<file path="src/hdl/gfcb_pkg.sv">
// Shared types, codes and the divisor table for the gated frequency counter.
package gfcb_pkg;

  typedef enum logic [1:0] {
    FUNC_TICK   = 2'd0,
    FUNC_EVENT  = 2'd1,
    FUNC_TOGGLE = 2'd2
  } func_e;

  typedef enum logic [1:0] {
    CFG_GATE_TICKS     = 2'd0,
    CFG_BLINK_PERIOD   = 2'd1,
    CFG_BLINK_ON_TICKS = 2'd2
  } cfg_index_e;

  localparam int unsigned PhaseW = 14;
  localparam int unsigned WrapW  = 16;
  localparam int unsigned FreqW  = 32;
  localparam int unsigned ProdW  = PhaseW + WrapW;

  localparam logic [1:0]        SelReset = 2'd1;
  localparam logic [7:0]        GateTicksReset = 8'd100;
  localparam logic [3:0]        BlinkPeriodReset = 4'd12;
  localparam logic [3:0]        BlinkOnReset = 4'd2;
  localparam logic [WrapW-1:0]  WrapMax = {WrapW{1'b1}};

  typedef struct packed {
    logic [1:0] func;
    logic [1:0] count_select;
  } req_t;

  typedef struct packed {
    logic             led;
    logic             divided_out;
    logic [FreqW-1:0] frequency;
    logic             measure_done;
  } res_t;

  function automatic logic [PhaseW-1:0] divisor(input logic [1:0] sel);
    logic [PhaseW-1:0] d;
    case (sel)
      2'd0:    d = 14'd10;
      2'd1:    d = 14'd100;
      2'd2:    d = 14'd1000;
      default: d = 14'd10000;
    endcase
    return d;
  endfunction

endpackage

</file>
<file path="src/hdl/gfcb_outbuf.sv">
// Two-entry result buffer: an output register with a skid register behind it.
module gfcb_outbuf
  import gfcb_pkg::*;
(
  input  logic clk_i,
  input  logic rst_ni,
  input  logic push_i,
  input  res_t data_i,
  output logic ready_o,
  output logic valid_o,
  input  logic ready_i,
  output res_t data_o
);

  logic out_valid_q, out_valid_d;
  logic skid_valid_q, skid_valid_d;
  res_t out_data_q, skid_data_q;
  logic pop;

  assign pop     = out_valid_q && ready_i;
  assign ready_o = !skid_valid_q;
  assign valid_o = out_valid_q;
  assign data_o  = out_data_q;

  always_comb begin
    out_valid_d  = out_valid_q;
    skid_valid_d = skid_valid_q;
    if (skid_valid_q) begin
      if (pop) begin
        skid_valid_d = 1'b0;
      end
    end else if (!out_valid_q || pop) begin
      out_valid_d = push_i;
    end else if (push_i) begin
      skid_valid_d = 1'b1;
    end
  end

  always_ff @(posedge clk_i or negedge rst_ni) begin
    if (!rst_ni) begin
      out_valid_q  <= 1'b0;
      skid_valid_q <= 1'b0;
    end else begin
      out_valid_q  <= out_valid_d;
      skid_valid_q <= skid_valid_d;
    end
  end

  always_ff @(posedge clk_i) begin
    if (skid_valid_q) begin
      if (pop) begin
        out_data_q <= skid_data_q;
      end
    end else if (!out_valid_q || pop) begin
      if (push_i) begin
        out_data_q <= data_i;
      end
    end else if (push_i) begin
      skid_data_q <= data_i;
    end
  end

endmodule

</file>
<file path="src/hdl/gated_frequency_counter_with_blink_core.sv">
// Top level of the gated frequency counter with divided output and blinking LED.
// Latency: a request's result is valid in the cycle after it is accepted, unless it waits in the skid register.
// Throughput: one request per cycle while the skid register is empty; each request updates the state in a single pass.
// A two-entry result buffer keeps the input ready while one result waits.
// Reset is asynchronous and active low; it restores all core registers to their defaults
// and leaves the result buffer empty; the buffer's data registers are not reset.
module gated_frequency_counter_with_blink_core
  import gfcb_pkg::*;
(
  input  logic       clk_i,
  input  logic       rst_ni,
  input  logic       in_valid_i,
  output logic       in_ready_o,
  input  req_t       in_req_i,
  output logic       out_valid_o,
  input  logic       out_ready_i,
  output res_t       out_res_o,
  input  logic       cfg_valid_i,
  output logic       cfg_ready_o,
  input  logic [1:0] cfg_index_i,
  input  logic [7:0] cfg_data_i
);

  logic [7:0]        gate_ticks_q;
  logic [3:0]        blink_period_q, blink_on_q;

  logic [1:0]        div_sel_q, div_sel_d;
  logic [1:0]        act_sel_q, act_sel_d;
  logic [PhaseW-1:0] phase_q, phase_d;
  logic [PhaseW-1:0] old_phase_q, old_phase_d;
  logic [WrapW-1:0]  wrap_cnt_q, wrap_cnt_d;
  logic [7:0]        gate_cnt_q, gate_cnt_d;
  logic [3:0]        blink_cnt_q, blink_cnt_d;
  logic              mode_off_q, mode_off_d;
  logic              toggle_q, toggle_d;
  logic              div_lvl_q, div_lvl_d;
  logic              led_q, led_d;
  logic [FreqW-1:0]  freq_q, freq_d;

  logic              accept;
  logic              done;
  logic [7:0]        gate_inc;
  logic [4:0]        blink_inc;
  logic [PhaseW-1:0] phase_inc;
  logic [ProdW-1:0]  prod;
  logic [PhaseW:0]   diff;
  logic [FreqW:0]    sum;
  res_t              res;

  assign cfg_ready_o = 1'b1;
  assign accept      = in_valid_i && in_ready_o;

  always_ff @(posedge clk_i or negedge rst_ni) begin
    if (!rst_ni) begin
      gate_ticks_q   <= GateTicksReset;
      blink_period_q <= BlinkPeriodReset;
      blink_on_q     <= BlinkOnReset;
    end else if (cfg_valid_i) begin
      case (cfg_index_i)
        CFG_GATE_TICKS:     gate_ticks_q   <= cfg_data_i;
        CFG_BLINK_PERIOD:   blink_period_q <= cfg_data_i[3:0];
        CFG_BLINK_ON_TICKS: blink_on_q     <= cfg_data_i[3:0];
        default: ;
      endcase
    end
  end

  // Gate measurement: wraps times divisor plus the signed phase change.
  assign prod = {{(ProdW - WrapW){1'b0}}, wrap_cnt_q}
              * {{(ProdW - PhaseW){1'b0}}, divisor(div_sel_q)};
  assign diff = {1'b0, phase_q} - {1'b0, old_phase_q};
  assign sum  = {{(FreqW + 1 - ProdW){1'b0}}, prod}
              + {{(FreqW - PhaseW){diff[PhaseW]}}, diff};

  assign gate_inc  = gate_cnt_q + 8'd1;
  assign blink_inc = {1'b0, blink_cnt_q} + 5'd1;
  assign phase_inc = phase_q + 14'd1;

  always_comb begin
    div_sel_d   = div_sel_q;
    act_sel_d   = act_sel_q;
    phase_d     = phase_q;
    old_phase_d = old_phase_q;
    wrap_cnt_d  = wrap_cnt_q;
    gate_cnt_d  = gate_cnt_q;
    blink_cnt_d = blink_cnt_q;
    mode_off_d  = mode_off_q;
    toggle_d    = toggle_q;
    div_lvl_d   = div_lvl_q;
    led_d       = led_q;
    freq_d      = freq_q;
    done        = 1'b0;
    case (in_req_i.func)
      FUNC_TICK: begin
        gate_cnt_d = gate_inc;
        if (gate_inc >= gate_ticks_q) begin
          gate_cnt_d  = '0;
          freq_d      = sum[FreqW] ? '0 : sum[FreqW-1:0];
          old_phase_d = phase_q;
          wrap_cnt_d  = '0;
          done        = 1'b1;
        end
        if (toggle_q) begin
          toggle_d   = 1'b0;
          mode_off_d = !mode_off_q;
        end
        blink_cnt_d = (blink_inc >= {1'b0, blink_period_q}) ? 4'd0 : blink_inc[3:0];
        led_d       = !mode_off_d && (blink_cnt_d < blink_on_q);
        div_sel_d   = in_req_i.count_select;
      end
      FUNC_EVENT: begin
        phase_d = phase_inc;
        if (phase_inc >= divisor(act_sel_q)) begin
          phase_d   = '0;
          div_lvl_d = !div_lvl_q;
          if (wrap_cnt_q != WrapMax) begin
            wrap_cnt_d = wrap_cnt_q + 16'd1;
          end
          act_sel_d = div_sel_q;
        end
      end
      FUNC_TOGGLE: begin
        toggle_d = 1'b1;
      end
      default: ;
    endcase
  end

  always_ff @(posedge clk_i or negedge rst_ni) begin
    if (!rst_ni) begin
      div_sel_q   <= SelReset;
      act_sel_q   <= SelReset;
      phase_q     <= '0;
      old_phase_q <= '0;
      wrap_cnt_q  <= '0;
      gate_cnt_q  <= '0;
      blink_cnt_q <= '0;
      mode_off_q  <= 1'b0;
      toggle_q    <= 1'b0;
      div_lvl_q   <= 1'b0;
      led_q       <= 1'b0;
      freq_q      <= '0;
    end else if (accept) begin
      div_sel_q   <= div_sel_d;
      act_sel_q   <= act_sel_d;
      phase_q     <= phase_d;
      old_phase_q <= old_phase_d;
      wrap_cnt_q  <= wrap_cnt_d;
      gate_cnt_q  <= gate_cnt_d;
      blink_cnt_q <= blink_cnt_d;
      mode_off_q  <= mode_off_d;
      toggle_q    <= toggle_d;
      div_lvl_q   <= div_lvl_d;
      led_q       <= led_d;
      freq_q      <= freq_d;
    end
  end

  assign res.led          = led_d;
  assign res.divided_out  = div_lvl_d;
  assign res.frequency    = freq_d;
  assign res.measure_done = done;

  gfcb_outbuf u_outbuf (
    .clk_i   (clk_i),
    .rst_ni  (rst_ni),
    .push_i  (accept),
    .data_i  (res),
    .ready_o (in_ready_o),
    .valid_o (out_valid_o),
    .ready_i (out_ready_i),
    .data_o  (out_res_o)
  );

endmodule

</file>
<file path="config.mk">
export PLATFORM = sky130hd
export DESIGN_NAME = gated_frequency_counter_with_blink_core
export DESIGN_NICKNAME = d
export VERILOG_FILES = /design/src/hdl/gfcb_pkg.sv /design/src/hdl/gfcb_outbuf.sv /design/src/hdl/gated_frequency_counter_with_blink_core.sv
export SDC_FILE = /design/constraint.sdc
export NUM_CORES = 1
export LEC_CHECK = 0
export ABC_AREA = 1
export BUFFER_PORTS_ARGS = -buffer_cell sky130_fd_sc_hd__buf_4
export CAP_MARGIN = 0
export CORE_MARGIN = 2
export CORE_UTILIZATION = 58
export DETAILED_ROUTE_END_ITERATION = 6
export PLACE_DENSITY_LB_ADDON = 0.08
export SYNTH_ARGS = -nofsm -noshare
export SYNTH_HDL_FRONTEND = slang
export SYNTH_SLANG_ARGS = --single-unit
</file>
<file path="constraint.sdc">
create_clock -name clk_i -period 15.25 [get_ports clk_i]
set_input_delay 1.525 -clock clk_i [delete_from_list [all_inputs] [get_ports clk_i]]
set_output_delay 1.525 -clock clk_i [all_outputs]
set_load 0.005 [all_outputs]
</file>
==> flow_summary.toml, run 1 <==
[outcome]
status = "finished, final reports clean"

[layout]
multiInputGateArea_um2 = 10900
antenna_cells = 0
drive_gt1_frac = 0.0612
finalNetCount = 2604
syn2layout_area_growth_pct = 7.00
fillers = 2693
utilization = 0.634
final_cell_mix = "nand2_1, inv_1, ha_1, fa_1, nor2_1"
regArea_um2 = 4960
final_common_cell = "nand2_1"

[detailed_routing]
drt-vias-per-instance = 5.26
wl_um = 40000
routedWlPerCell_um = 14.9
dr_total_vias = 14089
drc = 0
drt_iter0_drc = 768
drtAntennaViolNets = 0
first_pass_iters = 5

[logic_synthesis]
synth_nets = 2587
syn_area_um2 = 17700
synth-edff-count = 70
synth_seq_cells = 184
synth_area_per_cell_um2 = 7.83
ys_seq_area_frac = 0.281
synth_cells = 2257
yosys_warnings = 0
async_flop_share = 0.620
synthFlopType = "dfrtp_1"
synth_cell_types = 53

[clock_network]
clockBufferDepth = 2
numCtsBuffers = 17
cts_tree = "done"
hold_buffers = 0
root_buffer = "clkbuf_16"
htreeDepth = 4
post_cts.repair.setup_buffers = 0
post_cts_resized = 0
numClockSinks = 184
clk_pin_slew_worst_paths_ns = 0.08
insertion_delay_ns = 0.45

[timing]
rsz0062_at_grt = "false"
fin_crit_sh = 0.574
setup_viol = 0
clock_skew_ns = 0.0227
fin_tns_setup_ns = 0
slew_headroom = 0.239
period_minus_slack_ns = 8.75
slew_viol_final = 0
hold_ws_ns = 0.477
worst_pin_slew_ns = 1.14
timing.fmax_mhz = 114
hold_viol = 0

[global_routing]
antenna_found_initial = 0
overflow = 0
grt_pass1_vias = 14249
grt_max_degree = 61
grt_util_all_layers = 0.269
grt_pass1_wl_um = 68300

[worst_setup_path]
cp_max_fo = 30
required_ns = 15.44
crit_top_cell = "nand2_1"
critPathCaptureType = "flop"
slowest_delay_ns = 0.75
r2r_cells = 35
path_buf_inv = 6
criticalPathCategory = "flop to flop"
arrival_ns = 8.94
r2r_end = "u_outbuf.data_o[24]$_DFFE_PP_"
cp_slowest_cell = "ha_1"
critPathLaunchType = "flop"
cpLargestDelayFamily = "adder cells"
reg2reg_from = "div_sel_q[0]$_DFFE_PN1P_"
cp.depth = 35
r2r_setup_slack_ns = 6.50

[power_and_ir_drop]
power.leakage_nw = 10.7
peakVddDrop_mv = 0.0874
power_density_nw_per_um2 = 145

[hold_path]
hold_start = "freq_q[31]$_DFFE_PN0P_"
min_to = "freq_q[31]$_DFFE_PN0P_"
hp-class = "flop to flop"
holdPathStages = 2

[floorplan]
dieArea_um2 = 31900
core-area_um2 = 29800
ios = 57
num_rows = 63
floorplan.initialDensity = 0.593
die_x_um = 179
die_height_um = 179

[flow_run]
drv_cap = 0

[placed_design]
gp_congestion = 0.908
numPortBuffers = 55
dp_hpwl_um = 31600
[per-layer routing]
layer	up-vias	share of wire	track usage
met5	-	0	0
li1	7106	-	-
met4	0	0.024	0.0793
met2	249	0.48	0.463
met3	61	0.035	0.0335
met1	6673	0.46	0.356
[cells by family after synthesis]
family | after synthesis | synth area share
other cells | 1 | 0.000212
xor+xnor | 72 | 0.0357
fa+ha+maj | 311 | 0.274
simple gates | 985 | 0.231
compound gates | 235 | 0.0730
flops | 184 | 0.281
buf+inv | 469 | 0.106
[registers in the layout, indices dropped and copies added, names as in the netlist]
| name | flops |
|---|---|
| u_outbuf.data_o | 35 |
| u_outbuf.skid_data_q | 35 |
| freq_q | 32 |
| wrap_cnt_q | 16 |
| old_phase_q | 14 |
| phase_q | 14 |
| gate_cnt_q | 8 |
| gate_ticks_q | 8 |
| blink_cnt_q | 4 |
| blink_on_q | 4 |
| blink_period_q | 4 |
| act_sel_q | 2 |
| div_sel_q | 2 |
| div_lvl_q | 1 |
| led_q | 1 |
| mode_off_q | 1 |
| toggle_q | 1 |
| u_outbuf.skid_valid_q | 1 |
| u_outbuf.valid_o | 1 |
[cell type report]
class,count,area share
inverters,406,0.0808
multi-input cells,1604,0.574
clock buffers,17,0.0225
clock inverters,15,0.00993
repair buffers,61,0.0242
flip-flops and latches,184,0.263
well taps,390,0.0258
[stage by stage]
step / power, mW / instances / worst slack, ns / instance area (um2)
6_report: 2.74 / 2677 / 6.50 / 18900
3_3_place_gp: 2.24 / 2645 / 6.73 / 18300
2_1_floorplan: 1.84 / 2257 / 7.46 / 17700
4_1_cts: 2.75 / 2677 / 6.50 / 18900
5_1_grt: 2.99 / 2677 / 5.78 / 18900
3_5_place_dp: 2.27 / 2645 / 6.55 / 18300
[cells in the mapped netlist, types with 2 or more instances]
| cell | instances | area, um2 |
|---|---|---|
| buf_4 | 10 | 75.1 |
| o21a_1 | 4 | 30.0 |
| o22ai_1 | 17 | 106 |
| fa_1 | 126 | 2520 |
| buf_1 | 3 | 11.3 |
| inv_1 | 402 | 1510 |
| nand2_4 | 3 | 33.8 |
| nor2_2 | 3 | 18.8 |
| dfstp_2 | 8 | 210 |
| buf_6 | 5 | 56.3 |
| nand3b_1 | 2 | 15.0 |
| a31oi_1 | 5 | 31.3 |
| buf_2 | 9 | 45.0 |
| ha_1 | 185 | 2310 |
| and2_1 | 4 | 25.0 |
| xor2_1 | 57 | 499 |
| nand3_2 | 4 | 40.0 |
| o21ai_2 | 5 | 43.8 |
| nor2_4 | 4 | 45.0 |
| inv_2 | 2 | 7.51 |
| nand2_1 | 686 | 2570 |
| nor3_1 | 20 | 100 |
| nand4_1 | 19 | 119 |
| nor4_1 | 2 | 12.5 |
| nand2_2 | 7 | 43.8 |
| nor2_1 | 122 | 458 |
| o21bai_1 | 6 | 45.0 |
| nor3b_1 | 2 | 15.0 |
| a21o_1 | 6 | 45.0 |
| nand3_1 | 98 | 490 |
| o21ai_0 | 94 | 470 |
| dfrtp_1 | 106 | 2650 |
| a21boi_0 | 3 | 22.5 |
| or2_2 | 6 | 37.5 |
| clkbuf_1 | 34 | 128 |
| a21oi_1 | 88 | 440 |
| xnor2_1 | 15 | 131 |
| edfxtp_1 | 70 | 2100 |
[where the power goes]
part | switching, mW | internal [mW] | total [mW] | leakage [nW]
logic | 0.979 | 0.501 | 1.48 | 8.28
clock network | 0.225 | 0.249 | 0.474 | 0.289
registers | 0.0916 | 0.696 | 0.787 | 2.13
total | 1.30 | 1.45 | 2.74 | 10.7
[worst reg2reg max path: cells and delay by family (launching register included)]
kind                       cells  cell delay, ns
buffers and inverters          6            0.70
AOI/OAI and AO/OA              6            1.23
adders and majority gates      9            3.95
and+or+nand+nor               13            1.79
DFF                            1            0.67
xor gates and xnor gates       1            0.17
[worst max-delay path by stage]
stage	startpoint	end	slack [ns]
after floorplan	div_sel_q[0]$_DFFE_PN1P_	u_outbuf.data_o[30]$_DFFE_PP_	7.46
after global placement	div_sel_q[0]$_DFFE_PN1P_	u_outbuf.data_o[20]$_DFFE_PP_	6.73
after detailed placement	div_sel_q[0]$_DFFE_PN1P_	u_outbuf.data_o[24]$_DFFE_PP_	6.55
after CTS	div_sel_q[0]$_DFFE_PN1P_	u_outbuf.data_o[20]$_DFFE_PP_	6.50
after global routing	div_sel_q[0]$_DFFE_PN1P_	u_outbuf.data_o[24]$_DFFE_PP_	5.78
final	div_sel_q[0]$_DFFE_PN1P_	u_outbuf.data_o[24]$_DFFE_PP_	6.50
Power figures use the tool's default switching activity.
==> inputs of run 2 (changes only) <==
Clock period 15.25 ns to 9 ns, I/O delays scaled along.
==> run 2 against run 1 <==
Clock power is 59% higher. Non-clock buffer count increased by 2. Wire length grew 0.31%. Clock skew shrank 0.011 ns. Sequential power is 70% higher. Power up 68%.
==> flow_summary.toml, run 2 (same netlist as run 1, synthesis figures left out) <==
[timing]
period_minus_slack_ns = 8.38
slew_headroom = 0.251
rsz0062_at_grt = "false"
clock_skew_ns = 0.0114
timing.fmax_mhz = 119
slew_viol_final = 0
worst_pin_slew_ns = 1.12
fin_tns_setup_ns = 0
hold_viol = 0
fin_crit_sh = 0.932
setup_viol = 0

[power_and_ir_drop]
peakVddDrop_mv = 0.126
combPwrFrac = 0.546
power_switching_share = 0.476
intPower_mw = 2.41
power_density_nw_per_um2 = 244
power.leakage_nw = 10.7
pwr-share-clk = 0.164
power_switching_mw = 2.19
seq_power_share = 0.290

[worst_setup_path]
critPathCaptureType = "flop"
cp_slowest_cell = "dfstp_2"
path_buf_inv = 4
crit_top_cell = "nand2_1"
arrival_ns = 8.59
slowest_delay_ns = 0.68
cpLargestDelayFamily = "adder cells"
criticalPathCategory = "flop to flop"
required_ns = 9.21
critPathLaunchType = "flop"
cp_max_fo = 30

[hold_path]
hp-class = "flop to flop"

[floorplan]
floorplan.initialDensity = 0.593
die_x_um = 179
ios = 57
die_height_um = 179
num_rows = 63
core-area_um2 = 29800
dieArea_um2 = 31900

[layout]
drive_gt1_frac = 0.0629
regArea_um2 = 4960
fillers = 2690
final_cell_mix = "nand2_1, inv_1, ha_1, fa_1, nor2_1"
utilization = 0.634
multiInputGateArea_um2 = 10900
antenna_cells = 0
final_common_cell = "nand2_1"
finalNetCount = 2606
syn2layout_area_growth_pct = 6.91

[clock_network]
htreeDepth = 4
clk_pin_slew_worst_paths_ns = 0.08
root_buffer = "clkbuf_16"
post_cts.repair.setup_buffers = 0
insertion_delay_ns = 0.45
cts_tree = "done"
numClockSinks = 184
clockBufferDepth = 2
numCtsBuffers = 17

[global_routing]
antenna_found_initial = 1
grt_pass1_vias = 14232
grt_util_all_layers = 0.272
grt_max_degree = 61
grt_pass1_wl_um = 69200
overflow = 0

[detailed_routing]
dr_total_vias = 13980
drc = 0
first_pass_iters = 5
routedWlPerCell_um = 15.0
drtAntennaViolNets = 0
drt_iter0_drc = 776
wl_um = 40100
drt-vias-per-instance = 5.22

[outcome]
status = "finished, final reports clean"

[placed_design]
gp_congestion = 0.906
dp_hpwl_um = 31700
numPortBuffers = 55

[flow_run]
drv_cap = 0
[run 2: power groups by stage]
stage          registers [mW]  clock network [mW]  logic (mW)
4_1_cts                  1.34               0.764        2.52
3_5_place_dp             1.35                   0        2.50
3_3_place_gp             1.34                   0        2.46
5_1_grt                  1.37               0.795        2.86
2_1_floorplan            1.31                   0        1.81
6_report                 1.34               0.753        2.51
[run 2: metrics by stage]
stage	cell area, um2	setup slack [ns]	power (mW)	cells	hold WS, ns
floorplan	17700	1.21	3.12	2257	0.436
global placement	18300	0.524	3.81	2647	0.450
detailed placement	18300	0.297	3.85	2647	0.452
CTS	18900	0.245	4.62	2679	0.471
global route	18900	0.00750	5.03	2679	0.512
finish	18900	0.616	4.60	2679	0.479
[run 2: final cells by class]
cell class,count,share of cell area
clock buffers,19,0.0235
flip-flops and latches,184,0.263
multi-input cells,1604,0.575
repair buffers,63,0.0250
inverters,406,0.0808
clock inverters,13,0.00689
well taps,390,0.0258
[run 2: path summary, 6_finish.rpt]
check	startpoint	to	slack, ns	cells past startpoint
max reg2reg	div_sel_q[0]$_DFFE_PN1P_	u_outbuf.data_o[1]$_DFFE_PP_	0.62	32
min in group asynchronous	rst_ni	gate_cnt_q[5]$_DFFE_PN0P_	0.51	1
max in group asynchronous	rst_ni	freq_q[25]$_DFFE_PN0P_	7.17	2
min reg2reg	freq_q[31]$_DFFE_PN0P_	freq_q[31]$_DFFE_PN0P_	0.48	2
min	freq_q[31]$_DFFE_PN0P_	freq_q[31]$_DFFE_PN0P_	0.48	2
max	div_sel_q[0]$_DFFE_PN1P_	u_outbuf.data_o[1]$_DFFE_PP_	0.62	32
[run 2: worst reg2reg max path, delay by kind of cell (launching register included)]
family,cells,cell delay (ns)
compound gates,7,1.33
xor+xnor,1,0.17
fa+ha+maj,9,3.99
buf+inv,4,0.59
flops,1,0.68
simple gates,11,1.39
[run 2: what timing repair did]
action                                  CTS  global route
resized for setup                         0             3
endpoints found under the setup margin    0            90
hold buffers                              0             0
[run 2: per-layer routing]
metal / global-route usage / vias up / share of wire
li1: - / 7109 / -
met1: 0.363 / 6594 / 0.47
met2: 0.469 / 229 / 0.48
met3: 0.0313 / 48 / 0.029
met4: 0.0766 / 0 / 0.018
met5: 0 / - / 0
